$ cat src/sv/assert_macros.svh
// ----------------------------------------------------------------------------
// Assertion macros
// Clocked property checks shared by the translation buffer modules. Each
// check is gated off while rst_n is low.
// ----------------------------------------------------------------------------
`ifndef ASSERT_MACROS_SVH
`define ASSERT_MACROS_SVH
`ifndef NO_ASSERTIONS
// check that a property holds at every clock edge
`define ASSERT_CLK(lbl, prop, msg) \
  lbl: assert property (@(posedge clk) disable iff (!rst_n) prop) else $error(msg);
// check that a condition is never true at a clock edge
`define ASSERT_NEVER(lbl, cond, msg) \
  lbl: assert property (@(posedge clk) disable iff (!rst_n) !(cond)) else $error(msg);
`else
`define ASSERT_CLK(lbl, prop, msg)
`define ASSERT_NEVER(lbl, cond, msg)
`endif
`endif

$ cat src/sv/tlb_pkg.sv
// ----------------------------------------------------------------------------
// tlb_pkg
// Field widths, operation and status codes, and the command and status
// bundles passed between the translation buffer controller and datapath.
// ----------------------------------------------------------------------------
package tlb_pkg;

  // field widths
  localparam int OP_W    = 2;
  localparam int PID_W   = 16;
  localparam int PAGE_W  = 16;
  localparam int FRAME_W = 24;
  localparam int STAMP_W = 32;
  localparam int STAT_W  = 3;
  localparam int CFG_W   = 5;

  // default entry count and reset value of the active-entry register
  localparam int                 ENTRIES_DEF = 16;
  localparam logic [CFG_W-1:0]   CFG_RESET   = 5'd16;

  // operation codes
  localparam logic [OP_W-1:0] OP_LOOKUP    = 2'd0;
  localparam logic [OP_W-1:0] OP_INSERT    = 2'd1;
  localparam logic [OP_W-1:0] OP_FLUSH_ALL = 2'd2;
  localparam logic [OP_W-1:0] OP_FLUSH_PID = 2'd3;

  // result status codes
  localparam logic [STAT_W-1:0] ST_DONE  = 3'd0;
  localparam logic [STAT_W-1:0] ST_MISS  = 3'd1;
  localparam logic [STAT_W-1:0] ST_FREE  = 3'd2;
  localparam logic [STAT_W-1:0] ST_EVICT = 3'd3;
  localparam logic [STAT_W-1:0] ST_DUP   = 3'd4;

  // controller to datapath commands
  typedef struct packed {
    logic accept;     // latch the incoming word and reset the trackers
    logic flush_all;  // clear every valid bit
    logic scan;       // issue a read at the scan index and advance it
    logic write;      // commit the chosen entry
    logic done;       // register the result word
  } ctrl_cmd_t;

  // datapath to controller status
  typedef struct packed {
    logic scan_last;  // scan index sits on the last entry to read
  } dp_stat_t;

endpackage

$ cat src/sv/tlb_lru_pid_tagged.sv
// ----------------------------------------------------------------------------
// tlb_lru_pid_tagged
// Fully associative translation buffer tagged by process id and page, with
// least-recently-used replacement and whole or per-process flush.
// ----------------------------------------------------------------------------
//
//   channel  | handshake            | payload
//   ---------+----------------------+--------------------------------------
//   input    | start, busy          | in_opcode, in_process_id,
//            |                      | in_page_number, in_frame_address
//   result   | out_valid (1 cycle)  | out_hit, out_translation, out_status
//   config   | cfg_wr_en            | cfg_wr_data (active entries)
//
// Lookup and insert scan the clamped active entry count, one entry read per
// cycle through the single read port, then drain, write and result. Flush by
// process scans all ENTRIES; flush all goes straight to the result. No new
// word is accepted until the result of the last one is issued.
// The result word is on the out_ ports for one cycle, from the edge at which
// busy falls; the receiver cannot stall it. Reset is synchronous: valid bits
// and access clock clear, active count returns to 16.
// ----------------------------------------------------------------------------
module tlb_lru_pid_tagged import tlb_pkg::*; #(
  parameter int ENTRIES = ENTRIES_DEF
) (
  input  logic               clk,
  input  logic               rst_n,
  input  logic               cfg_wr_en,
  input  logic [CFG_W-1:0]   cfg_wr_data,
  input  logic               start,
  output logic               busy,
  input  logic [OP_W-1:0]    in_opcode,
  input  logic [PID_W-1:0]   in_process_id,
  input  logic [PAGE_W-1:0]  in_page_number,
  input  logic [FRAME_W-1:0] in_frame_address,
  output logic               out_valid,
  output logic               out_hit,
  output logic [FRAME_W-1:0] out_translation,
  output logic [STAT_W-1:0]  out_status
);

  ctrl_cmd_t cmd;
  dp_stat_t  stat;

  // sequencer
  tlb_ctrl u_ctrl (
    .clk       (clk),
    .rst_n     (rst_n),
    .start     (start),
    .in_opcode (in_opcode),
    .stat      (stat),
    .cmd       (cmd),
    .busy      (busy)
  );

  // entry storage and scan logic
  tlb_dp #(
    .ENTRIES (ENTRIES)
  ) u_dp (
    .clk              (clk),
    .rst_n            (rst_n),
    .cfg_wr_en        (cfg_wr_en),
    .cfg_wr_data      (cfg_wr_data),
    .in_opcode        (in_opcode),
    .in_process_id    (in_process_id),
    .in_page_number   (in_page_number),
    .in_frame_address (in_frame_address),
    .cmd              (cmd),
    .stat             (stat),
    .out_valid        (out_valid),
    .out_hit          (out_hit),
    .out_translation  (out_translation),
    .out_status       (out_status)
  );

endmodule

$ cat src/sv/tlb_ram.sv
// ----------------------------------------------------------------------------
// tlb_ram
// Generic single-write, single-read memory with a registered read port.
// ----------------------------------------------------------------------------
module tlb_ram #(
  parameter int WIDTH = 8,
  parameter int DEPTH = 16,
  parameter int AW    = (DEPTH > 1) ? $clog2(DEPTH) : 1
) (
  input  logic             clk,
  input  logic             wr_en,
  input  logic [AW-1:0]    wr_addr,
  input  logic [WIDTH-1:0] wr_data,
  input  logic             rd_en,
  input  logic [AW-1:0]    rd_addr,
  output logic [WIDTH-1:0] rd_data
);

  logic [WIDTH-1:0] mem_r [DEPTH];
  logic [WIDTH-1:0] rd_data_r;

  // write port
  always_ff @(posedge clk) begin
    if (wr_en) begin
      mem_r[wr_addr] <= wr_data;
    end
  end

  // registered read port
  always_ff @(posedge clk) begin
    if (rd_en) begin
      rd_data_r <= mem_r[rd_addr];
    end
  end

  assign rd_data = rd_data_r;

endmodule

$ cat src/sv/tlb_ctrl.sv
// ----------------------------------------------------------------------------
// tlb_ctrl
// Sequencer for the translation buffer: accept a word, scan the entries,
// commit the chosen entry and issue the result word.
// ----------------------------------------------------------------------------
`include "assert_macros.svh"

module tlb_ctrl import tlb_pkg::*; (
  input  logic            clk,
  input  logic            rst_n,
  input  logic            start,
  input  logic [OP_W-1:0] in_opcode,
  input  dp_stat_t        stat,
  output ctrl_cmd_t       cmd,
  output logic            busy
);

  localparam logic [2:0] S_IDLE  = 3'd0;
  localparam logic [2:0] S_SCAN  = 3'd1;
  localparam logic [2:0] S_DRAIN = 3'd2;
  localparam logic [2:0] S_WRITE = 3'd3;
  localparam logic [2:0] S_DONE  = 3'd4;

  logic [2:0] state_r;
  logic [2:0] state_nxt;
  logic       accept;

  assign busy   = (state_r != S_IDLE);
  assign accept = start && !busy;

  // next state and commands
  always_comb begin
    state_nxt     = state_r;
    cmd           = '0;
    cmd.accept    = accept;
    cmd.flush_all = accept && (in_opcode == OP_FLUSH_ALL);
    unique case (state_r)
      S_IDLE: begin
        if (accept) begin
          state_nxt = (in_opcode == OP_FLUSH_ALL) ? S_DONE : S_SCAN;
        end
      end
      S_SCAN: begin
        cmd.scan = 1'b1;
        if (stat.scan_last) begin
          state_nxt = S_DRAIN;
        end
      end
      S_DRAIN: begin
        state_nxt = S_WRITE;
      end
      S_WRITE: begin
        cmd.write = 1'b1;
        state_nxt = S_DONE;
      end
      S_DONE: begin
        cmd.done  = 1'b1;
        state_nxt = S_IDLE;
      end
      default: begin
        state_nxt = S_IDLE;
      end
    endcase
  end

  // state register
  always_ff @(posedge clk) begin
    if (!rst_n) begin
      state_r <= S_IDLE;
    end else begin
      state_r <= state_nxt;
    end
  end

  `ASSERT_CLK(a_ctrl_accept_busy, (start && !busy) |=> busy, "busy low after accepted word")
  `ASSERT_CLK(a_ctrl_drain_write, (state_r == S_DRAIN) |=> (state_r == S_WRITE), "drain did not write")
  `ASSERT_CLK(a_ctrl_done_idle, (state_r == S_DONE) |=> !busy, "still busy after result")

endmodule

$ cat src/sv/tlb_dp.sv
// ----------------------------------------------------------------------------
// tlb_dp
// Translation buffer datapath: entry memory, valid bits, access clock,
// scan trackers for match, free slot and oldest entry, and result register.
// ----------------------------------------------------------------------------
`include "assert_macros.svh"

module tlb_dp import tlb_pkg::*; #(
  parameter int ENTRIES = ENTRIES_DEF
) (
  input  logic               clk,
  input  logic               rst_n,
  input  logic               cfg_wr_en,
  input  logic [CFG_W-1:0]   cfg_wr_data,
  input  logic [OP_W-1:0]    in_opcode,
  input  logic [PID_W-1:0]   in_process_id,
  input  logic [PAGE_W-1:0]  in_page_number,
  input  logic [FRAME_W-1:0] in_frame_address,
  input  ctrl_cmd_t          cmd,
  output dp_stat_t           stat,
  output logic               out_valid,
  output logic               out_hit,
  output logic [FRAME_W-1:0] out_translation,
  output logic [STAT_W-1:0]  out_status
);

  localparam int IW = (ENTRIES > 1) ? $clog2(ENTRIES) : 1;
  localparam int CW = $clog2(ENTRIES + 1);
  localparam int NW = (CW > CFG_W) ? CW : CFG_W;
  localparam int EW = PID_W + PAGE_W + FRAME_W + STAMP_W;

  // configuration and control state
  logic [CFG_W-1:0]   active_r;
  logic [ENTRIES-1:0] valid_r;
  logic [STAMP_W-1:0] clock_r;

  // latched input word
  logic [OP_W-1:0]    op_r;
  logic [PID_W-1:0]   pid_r;
  logic [PAGE_W-1:0]  page_r;
  logic [FRAME_W-1:0] frame_r;

  // scan pointer and compare stage
  logic [IW-1:0]      scan_idx_r;
  logic [IW-1:0]      last_idx_r;
  logic [IW-1:0]      last_nxt;
  logic               cmp_vld_r;
  logic [IW-1:0]      cmp_idx_r;

  // trackers
  logic               match_found_r;
  logic [IW-1:0]      match_idx_r;
  logic [FRAME_W-1:0] match_frame_r;
  logic               free_found_r;
  logic [IW-1:0]      free_idx_r;
  logic [STAMP_W-1:0] oldest_r;
  logic [IW-1:0]      victim_idx_r;

  // result register
  logic               out_valid_r;
  logic               out_hit_r;
  logic [FRAME_W-1:0] out_trans_r;
  logic [STAT_W-1:0]  out_status_r;

  // memory ports
  logic [EW-1:0]      ram_rdata;
  logic [EW-1:0]      ram_wdata;
  logic               ram_we;

  // compare stage signals
  logic [NW-1:0]      act_ext;
  logic [NW-1:0]      n_use;
  logic [PID_W-1:0]   rd_pid;
  logic [PAGE_W-1:0]  rd_page;
  logic [FRAME_W-1:0] rd_frame;
  logic [STAMP_W-1:0] rd_stamp;
  logic [STAMP_W-1:0] age;
  logic               ent_v;
  logic               pid_eq;
  logic               key_hit;

  // write stage signals
  logic               wr_ok;
  logic [IW-1:0]      wr_idx;
  logic [FRAME_W-1:0] wr_frame;
  logic [STAT_W-1:0]  res_status;

  // clamp the active count to 1..ENTRIES and pick the last scan index
  always_comb begin
    act_ext = NW'(active_r);
    if (act_ext == '0) begin
      n_use = NW'(1);
    end else if (act_ext > NW'(ENTRIES)) begin
      n_use = NW'(ENTRIES);
    end else begin
      n_use = act_ext;
    end
    if (in_opcode == OP_FLUSH_PID) begin
      last_nxt = IW'(ENTRIES - 1);
    end else begin
      last_nxt = IW'(n_use - NW'(1));
    end
  end

  assign stat.scan_last = (scan_idx_r == last_idx_r);

  // unpack the entry read in the previous cycle
  assign rd_pid   = ram_rdata[EW-1 -: PID_W];
  assign rd_page  = ram_rdata[EW-PID_W-1 -: PAGE_W];
  assign rd_frame = ram_rdata[STAMP_W +: FRAME_W];
  assign rd_stamp = ram_rdata[STAMP_W-1:0];
  assign ent_v    = valid_r[cmp_idx_r];
  assign pid_eq   = (rd_pid == pid_r);
  assign key_hit  = ent_v && pid_eq && (rd_page == page_r);
  assign age      = clock_r - rd_stamp;

  // choose the entry to commit and the result status
  always_comb begin
    wr_ok      = 1'b0;
    wr_idx     = match_idx_r;
    wr_frame   = frame_r;
    res_status = ST_DONE;
    unique case (op_r)
      OP_LOOKUP: begin
        wr_ok      = match_found_r;
        wr_frame   = match_frame_r;
        res_status = match_found_r ? ST_DONE : ST_MISS;
      end
      OP_INSERT: begin
        wr_ok = 1'b1;
        if (match_found_r) begin
          res_status = ST_DUP;
        end else if (free_found_r) begin
          wr_idx     = free_idx_r;
          res_status = ST_FREE;
        end else begin
          wr_idx     = victim_idx_r;
          res_status = ST_EVICT;
        end
      end
      OP_FLUSH_ALL, OP_FLUSH_PID: begin
        res_status = ST_DONE;
      end
      default: begin
        res_status = ST_DONE;
      end
    endcase
  end

  assign ram_we    = cmd.write && wr_ok;
  assign ram_wdata = {pid_r, page_r, wr_frame, clock_r};

  tlb_ram #(
    .WIDTH (EW),
    .DEPTH (ENTRIES),
    .AW    (IW)
  ) u_ram (
    .clk     (clk),
    .wr_en   (ram_we),
    .wr_addr (wr_idx),
    .wr_data (ram_wdata),
    .rd_en   (cmd.scan),
    .rd_addr (scan_idx_r),
    .rd_data (ram_rdata)
  );

  // control state: config, valid bits, clock, trackers, result strobe
  always_ff @(posedge clk) begin
    if (!rst_n) begin
      active_r      <= CFG_RESET;
      valid_r       <= '0;
      clock_r       <= '0;
      cmp_vld_r     <= 1'b0;
      match_found_r <= 1'b0;
      free_found_r  <= 1'b0;
      out_valid_r   <= 1'b0;
    end else begin
      if (cfg_wr_en) begin
        active_r <= cfg_wr_data;
      end
      // advance the access clock on a lookup
      if (cmd.accept && (in_opcode == OP_LOOKUP)) begin
        clock_r <= clock_r + STAMP_W'(1);
      end
      cmp_vld_r <= cmd.scan;
      if (cmd.accept) begin
        match_found_r <= 1'b0;
        free_found_r  <= 1'b0;
      end else if (cmp_vld_r) begin
        if (key_hit) begin
          match_found_r <= 1'b1;
        end
        if (!ent_v) begin
          free_found_r <= 1'b1;
        end
      end
      // valid bits: flush all, per-process clear, commit
      if (cmd.flush_all) begin
        valid_r <= '0;
      end else begin
        if (cmp_vld_r && (op_r == OP_FLUSH_PID) && ent_v && pid_eq) begin
          valid_r[cmp_idx_r] <= 1'b0;
        end
        if (ram_we) begin
          valid_r[wr_idx] <= 1'b1;
        end
      end
      out_valid_r <= cmd.done;
    end
  end

  // payload: latched word, scan pointer, tracker indexes, result fields
  always_ff @(posedge clk) begin
    if (cmd.accept) begin
      op_r       <= in_opcode;
      pid_r      <= in_process_id;
      page_r     <= in_page_number;
      frame_r    <= in_frame_address;
      last_idx_r <= last_nxt;
      scan_idx_r <= '0;
    end else if (cmd.scan) begin
      scan_idx_r <= scan_idx_r + IW'(1);
    end
    cmp_idx_r <= scan_idx_r;
    if (cmp_vld_r && !cmd.accept) begin
      // keep the lowest matching entry
      if (key_hit && !match_found_r) begin
        match_idx_r   <= cmp_idx_r;
        match_frame_r <= rd_frame;
      end
      // keep the lowest free entry
      if (!ent_v && !free_found_r) begin
        free_idx_r <= cmp_idx_r;
      end
      // keep the oldest entry, lowest index on a tie
      if ((cmp_idx_r == '0) || (age > oldest_r)) begin
        oldest_r     <= age;
        victim_idx_r <= cmp_idx_r;
      end
    end
    if (cmd.done) begin
      out_hit_r    <= (op_r == OP_LOOKUP) && match_found_r;
      out_trans_r  <= ((op_r == OP_LOOKUP) && match_found_r) ? match_frame_r : '0;
      out_status_r <= res_status;
    end
  end

  assign out_valid       = out_valid_r;
  assign out_hit         = out_hit_r;
  assign out_translation = out_trans_r;
  assign out_status      = out_status_r;

  `ASSERT_CLK(a_dp_out_single, out_valid_r |=> !out_valid_r, "result strobe held two cycles")
  `ASSERT_NEVER(a_dp_cmp_accept, cmp_vld_r && cmd.accept, "compare active at accept")
  `ASSERT_CLK(a_dp_scan_bound, cmd.scan |-> (scan_idx_r <= last_idx_r), "scan past last entry")

endmodule

$ cat config.mk
export PLATFORM = sky130hd
export DESIGN_NAME = tlb_lru_pid_tagged
export DESIGN_NICKNAME = d
export VERILOG_FILES = /design/src/sv/tlb_pkg.sv /design/src/sv/tlb_lru_pid_tagged.sv /design/src/sv/tlb_ram.sv /design/src/sv/tlb_ctrl.sv /design/src/sv/tlb_dp.sv
export VERILOG_INCLUDE_DIRS = /design/src /design/src/sv
export SDC_FILE = /design/constraint.sdc
export NUM_CORES = 2
export LEC_CHECK = 0
export ABC_AREA = 1
export BUFFER_PORTS_ARGS = -buffer_cell sky130_fd_sc_hd__clkbuf_2
export CORE_MARGIN = 1
export CORE_UTILIZATION = 40
export DETAILED_ROUTE_END_ITERATION = 8
export SETUP_SLACK_MARGIN = 0.3
export SYNTH_ARGS = -nofsm -noshare
export SYNTH_HDL_FRONTEND = slang
export SYNTH_SLANG_ARGS = --single-unit
export TNS_END_PERCENT = 1
$ cat constraint.sdc
create_clock -name clk -period 10.7 [get_ports clk]
set_input_delay 1.605 -clock clk [delete_from_list [all_inputs] [get_ports clk]]
set_output_delay 1.605 -clock clk [all_outputs]
set_load 0.05 [all_outputs]
After elaboration in Yosys (flattened, before gate mapping) --
Memories as Yosys holds them, arrays and structs flattened. A register that Yosys moved wholly into a read port is not among the register bits. Cells that the tools add are included.
Cells by class: $add $sub $neg 4, bitwise operators 5, equality and inequality tests 14, mux-type cells 30, order comparisons 6, reduce and logical (&&, ||, !) cells 36
Operator list (count):
- 16-bit 2-to-1 mux | 4
- 32-bit by 1-bit adder with 32-bit output (second input constant) | 1
- 16-bit == test | 2
- 32-bit greater-than comparator | 1
- 32-bit subtractor | 1
- 24-bit 2-to-1 mux | 1
- 4-bit 2-to-1 mux | 5
- 16-bit bitwise AND | 1
- 16-bit NOT | 1
- 16-bit bitwise OR | 1
- 1-bit logical AND | 15
- 3-bit 2-to-1 mux | 4
- 3-bit one-hot mux with 4 select lines | 1
- 2-bit AND reduction | 6
- 4-bit by 5-bit < comparator with 1-bit output (second input constant) | 2
- 1-bit 2-to-1 mux | 10
- 3-bit one-hot mux with 3 select lines | 1
- 1-bit demux with 4-bit select | 2
- 2-bit == test (second input constant) | 4
- 4-bit by 1-bit >= comparator with 1-bit output (second input constant) | 2
- 3-bit by 2-bit == test with 1-bit output (second input constant) | 2
- 2-bit OR reduction | 3
- 5-bit greater-than comparator (second input constant) | 1
- 1-bit zero test | 5
- 17 further kinds | 19
Storage, ports and cells: bits of input ports 67, output and inout port bits 30, bits in registers 226, memories 1, memory bits (writable) 1408
Memory list:
- u_dp.u_ram.mem_r | words 16, width 88, read ports 1, clocked after memory_dff 1, wr ports 1, line tlb_ram.sv:19 | logic [WIDTH-1:0] mem_r [DEPTH];

Depth between registers and ports, before layout --
depth in word-level cells 11, mapped depth 23, gate-level depth less buffers 23

Modules after synthesis --
From an unflattened synthesis, not the netlist that was laid out.
Unflattened totals: cell total of the unflattened synthesis 7245, area, all modules 74933.1 µm²
By module, submodules not included:
- tlb_ram | cells an instance 5778, area an instance 62585.0 µm², times used 1
- tlb_dp | cells an instance 1432, area an instance 12124.1 µm², times used 1
- tlb_ctrl | cells an instance 35, area an instance 224.0 µm², times used 1

Worst setup path before layout --
OpenSTA, ideal clock, no wires.
path type register to register, start point register u_ctrl.state_r[0], end point register u_dp.scan_idx_r[3], path slack 2.428 ns, buffers on the path 0, arrival 8.103 ns, cell stages (with the launch flop) 7, library setup time 0.168 ns, required time 10.532 ns, path through dfxtp_1 -> inv_1 -> nor3_1 -> inv_1 -> nor4_2 -> xor2_1 -> nor2_1
RTL lines:
- from (decl) | line tlb_ctrl.sv:24 | logic [2:0] state_r;
- from (signal assigned) | line tlb_ctrl.sv:71 | state_r <= state_nxt;
- to (signal assigned) | line tlb_dp.sv:222 | scan_idx_r <= scan_idx_r + IW'(1);
- to (decl) | line tlb_dp.sv:44 | logic [IW-1:0] scan_idx_r;

Worst setup path in the final report --
start point register u_dp.clock_r[0], end point register u_dp.victim_idx_r[3], enable pin
Between the ends: longest elaborated chain between the ends 4
RTL lines:
- from (decl) | line tlb_dp.sv:35 | logic [STAMP_W-1:0] clock_r;
- from (signal assigned) | line tlb_dp.sv:183 | clock_r <= clock_r + STAMP_W'(1);
- 32-bit subtractor | line tlb_dp.sv:115 | assign age = clock_r - rd_stamp;
- net u_dp.age[28] | line tlb_dp.sv:77 | logic [STAMP_W-1:0] age;
- 32-bit greater-than comparator | line tlb_dp.sv:236 | if ((cmp_idx_r == '0) || (age > oldest_r)) begin
- 1-bit logical OR | line tlb_dp.sv:236
- 2-bit AND reduction (no source line)
- to (signal assigned) | line tlb_dp.sv:238 | victim_idx_r <= cmp_idx_r;
- to (decl) | line tlb_dp.sv:57 | logic [IW-1:0] victim_idx_r;
The timed path passes the listed nets, and every way through them passes these cells. A chain may end at the register's enable or synchronous reset.

==> impl_summary.txt <==
----------------------------------------------------
[Power and ir drop]
  Power per unit of standard cell area ... 227 nW/um^2
  Maximum vdd drop ... 0.239 mV
  Part of the total power dissipated in combinational logic ... 20.2%
  Total net switching power ... 5.35 mW
  Switching power as a share of total power ... 30.6%
  Cell-internal power ... 12.1 mW
  Clk pwr share ... 34.3%
  Static leakage ... 24.9 nW
  Power share of the sequential group ... 45.5%

[Synth]
  Average footprint of a synthesized cell ... 13.1 um^2
  Synthesized-area fraction occupied by xor and xnor cells ... 0.739%
  Most frequent cell after synthesis ... sky130_fd_sc_hd__edfxtp_1
  Proportion of synthesized flip-flops having asynchronous set or reset ... 0%
  Number of cells produced by synthesis ... 5242
  Synth top area cells ... sky130_fd_sc_hd__edfxtp_1 (72%), sky130_fd_sc_hd__o21ai_0 (5.5%), sky130_fd_sc_hd__nor2_1 (4.9%), sky130_fd_sc_hd__o221ai_1 (3.2%), sky130_fd_sc_hd__nand2_1 (2.1%)
  Mapped Nets ... 5376
  Proportion of synthesized chip area in sequential cells ... 74.2%
  Yosys synthesis warning count ... 0
  Post-Synthesis Cell Area ... 68800 um^2
  Combinational family with the most area after synthesis ... compound AO/OA/AOI/OAI gates
  Number of distinct library cells after synthesis ... 51
  Area share of fa/ha/maj cells after synthesis ... 1.23%
  Cell type contributing the most total cell area after synthesis ... sky130_fd_sc_hd__edfxtp_1
  Share of the synthesized area in the top cell type ... 72.2%
  Count of flip-flops with a built-in enable after synthesis ... 1654
  Primary flip-flop cell chosen by synthesis mapping ... sky130_fd_sc_hd__edfxtp_1
  Simple-gate area share of the yosys netlist ... 8.86%
  Share of synthesized area spent on multiplexers ... 0%
  Synth top cells by count ... sky130_fd_sc_hd__edfxtp_1 (1654), sky130_fd_sc_hd__nor2_1 (897), sky130_fd_sc_hd__o21ai_0 (757)
  Number of storage elements in the synthesis netlist ... 1722
  Compound-gate portion of the synthesized area ... 11.9%

[Critical path]
  Setup Crit Path Kind ... reg2reg
  R2R setup slack ... 5.91 ns
  CP max FO ... 34
  Slowest stage delay, CP ... 0.72 ns
  Cell repeated most along the worst path ... sky130_fd_sc_hd__nand2_1
  Worst-path cell chain ... inv_1 > ha_1 > inv_1 > fa_1 > nand3_1 > nand2_1 > a21oi_1 > o21ai_0 > nand3b_1 > nand3_1 > nand2_1 > ha_1 > nand2_1 > nor2_1 > nand4_1 > nor4_1 > nand2_1 > nand2_1 > nand2_1 > a21oi_4 > buf_4
  Required time reported for the critical path endpoint ... 11.11 ns
  Kind of end point of the critical path ... flip-flop
  Master of the slowest instance on the critical path ... sky130_fd_sc_hd__dfxtp_1
  Nature of the critical path startpoint ... flip-flop
  Crit path DAT ... 5.21 ns

[STA]
  Setup repair after global routing missed its margin ... false
  Slew headroom ... 10.4%
  Number of hold violations in the final report ... 0
  Achievable clock frequency ... 0.209 GHz
  Worst clock skew on the final layout ... 0.0548 ns
  Number of max-slew violations in the final report ... 0
  Min Clock Period, post-route ... 4.79 ns
  Final critical-path share of the clock period ... 44.8%
  Post-route setup TNS ... 0 ns
  Number of setup violations in the final report ... 0
  Slew at the pin with the worst max-slew slack ... 1.34 ns

[CTS]
  CTS H-tree lvls ... 4
  # hold bufs at CTS ... 0
  Post-CTS setup buffer count ... 0
  Clock root buffer ... sky130_fd_sc_hd__clkbuf_16
  TritonCTS clock tree ... done
  Inserted Clock Buffers ... 178
  Clock latency of the later-clocked register in the worst-skew pair ... 0.82 ns
  Clock buffer depth ... 3
  CTS-repair resized insts ... 0
  Total clock sinks ... 1722
  Clock edge transition at the registers on the reported setup and hold paths ... 0.06 ns

[Drt]
  Via-per-instance ratio ... 5.58
  Length of the first detailed-routing pass in iterations ... 6
  Detailed-route wire length per cell ... 23.3 um
  Routed via count ... 42544
  DRC violations left ... 0
  1st-iter DRT viols ... 4482
  Antenna Nets Post-Route ... 0
  Total wire length ... 178000 um

[GRT]
  Largest net degree at the start of global routing ... 249
  Number of global-route vias before repair ... 41485
  Leftover overflow at the end of global routing ... 0
  First-pass GRT wire length ... 265000 um
  Antenna violations before repair ... 4
  Total track usage ... 20.2%

[Placed design]
  Standard cell area after detailed placement ... 71400 um^2
  IO buf count ... 96
  Routability Congestion ... 0.894
  DP Cell Count ... 7301
  HPWL after DPL ... 86300 um

[Layout]
  Growth of design area from synthesis to finish ... 12.1%
  Layout Cells excl Fill ... 7620
  Count of inserted antenna diode cells ... 0
  Cell area after layout ... 77100 um^2
  Share of post-route cells with drive strength above 1 ... 8.55%
  Fin nets ... 5397
  Reg area ... 51000 um^2
  Fill cell total of the finished layout ... 15046
  Area of the multi-input gates ... 15700 um^2

[Floorplan]
  Floorplan core area ... 170000 um^2
  Row count ... 151
  Die area ... 174000 um^2
  Vertical extent of the die ... 417 um
  Total I/O pin count ... 97
  Chip width ... 417 um
  Starting density of the core ... 40.4%

[Run status]
  Status ... finished, final reports clean

[Worst hold path]
  Worst min-delay path category ... reg2reg

[Job]
  # Max-Cap Violations ... 0

----------------------------------------------------
## through the flow
step | setup slack (ns) | total power [mW] | utilization (%) | hold WS [ns]
after CTS | 5.85 | 17.6 | 45.3 | 0.415
after global placement | 6.03 | 11.6 | 42.0 | 0.402
final | 5.91 | 17.5 | 45.3 | 0.415
after floorplan | 2.43 | 10.5 | - | 0.326
after global routing | 5.43 | 18.3 | 45.3 | 0.424
after detailed placement | 5.91 | 11.6 | 42.0 | 0.405
## layer usage
layer  routed length, um  global-route usage, %  share of wire (%)
met5                   9                      0             0.0051
met4                3830                   5.65                2.2
met3               10800                   2.98                6.1
met2               84400                   32.9                 47
met1               78800                   28.2                 44
## cell usage in the layout, fill, tap and decap left out, types with 6 or more instances in the layout
master and n:
sky130_fd_sc_hd__clkbuf_16 179, sky130_fd_sc_hd__buf_4 49, sky130_fd_sc_hd__edfxtp_1 1654, sky130_fd_sc_hd__nand3_1 116, sky130_fd_sc_hd__o22ai_1 99, sky130_fd_sc_hd__dfxtp_1 64
sky130_fd_sc_hd__inv_1 206, sky130_fd_sc_hd__clkbuf_2 96, sky130_fd_sc_hd__o211ai_1 100, sky130_fd_sc_hd__o221ai_1 253, sky130_fd_sc_hd__o21a_1 6, sky130_fd_sc_hd__clkinv_1 35
sky130_fd_sc_hd__nor3_1 25, sky130_fd_sc_hd__xor2_1 28, sky130_fd_sc_hd__nand4_1 34, sky130_fd_sc_hd__xnor2_1 30, sky130_fd_sc_hd__bufinv_16 12, sky130_fd_sc_hd__nor2_1 896
sky130_fd_sc_hd__clkinv_2 33, sky130_fd_sc_hd__inv_6 24, sky130_fd_sc_hd__a21oi_1 123, sky130_fd_sc_hd__o21ai_0 757, sky130_fd_sc_hd__nand2_1 376, sky130_fd_sc_hd__clkinv_8 6
sky130_fd_sc_hd__clkbuf_1 35, sky130_fd_sc_hd__buf_12 6, sky130_fd_sc_hd__ha_1 66
## power by group through the flow
stage	combinational (mW)	clock [mW]	sequential, mW
after floorplan	2.55	0	7.99
after global placement	3.46	0	8.09
after detailed placement	3.52	0	8.10
after CTS	3.53	6.09	7.96
after global routing	3.94	6.34	7.98
final	3.53	5.99	7.96
## flip-flops by register name (all words and copies together) (netlist names), 16 cells and up
signal                flops
u_dp.match_frame_r       24
u_dp.out_translation     24
u_dp.pid_r               16
u_dp.clock_r             32
u_dp.u_ram.rd_data       88
u_dp.frame_r             24
u_dp.page_r              16
u_dp.u_ram.mem_r       1408
u_dp.oldest_r            32
u_dp.valid_r             16
## final timing paths
path / startpoint / end / cells past startpoint
setup / recovery: u_dp.clock_r[0]$_SDFFE_PN0P_ / u_dp.victim_idx_r[3]$_DFFE_PP_ / 21
hold / removal: u_dp.u_ram.rd_data[35]$_DFFE_PP_ / u_dp.match_frame_r[3]$_DFFE_PP_ / 0
setup reg to reg: u_dp.clock_r[0]$_SDFFE_PN0P_ / u_dp.victim_idx_r[3]$_DFFE_PP_ / 21
hold reg to reg: u_dp.u_ram.rd_data[35]$_DFFE_PP_ / u_dp.match_frame_r[3]$_DFFE_PP_ / 0
## final cells by class
class	instances	share of cell area, %
clock buffer	218	6.05
clock inverter	101	1.25
inverter	232	1.27
multi-input combinational	2978	20.3
sequential	1722	66.2
tap	2218	3.60
timing repair buffer	151	1.26
## critical path, delay by kind of cell, from the launching register on
| kind | cells | cell delay [ns] |
|---|---|---|
| compound gates | 3 | 0.74 |
| flops | 1 | 0.72 |
| simple gates | 12 | 1.46 |
| fa+ha+maj | 3 | 0.73 |
| buf+inv | 3 | 0.73 |
## cell families after synthesis
family	Yosys count
and+or+nand+nor	1492
buffers and inverters	542
xor gates and xnor gates	58
DFF	1722
AOI/OAI and AO/OA	1361
adders and majority gates	67
No activity file was read; power rests on OpenSTA's default activity.
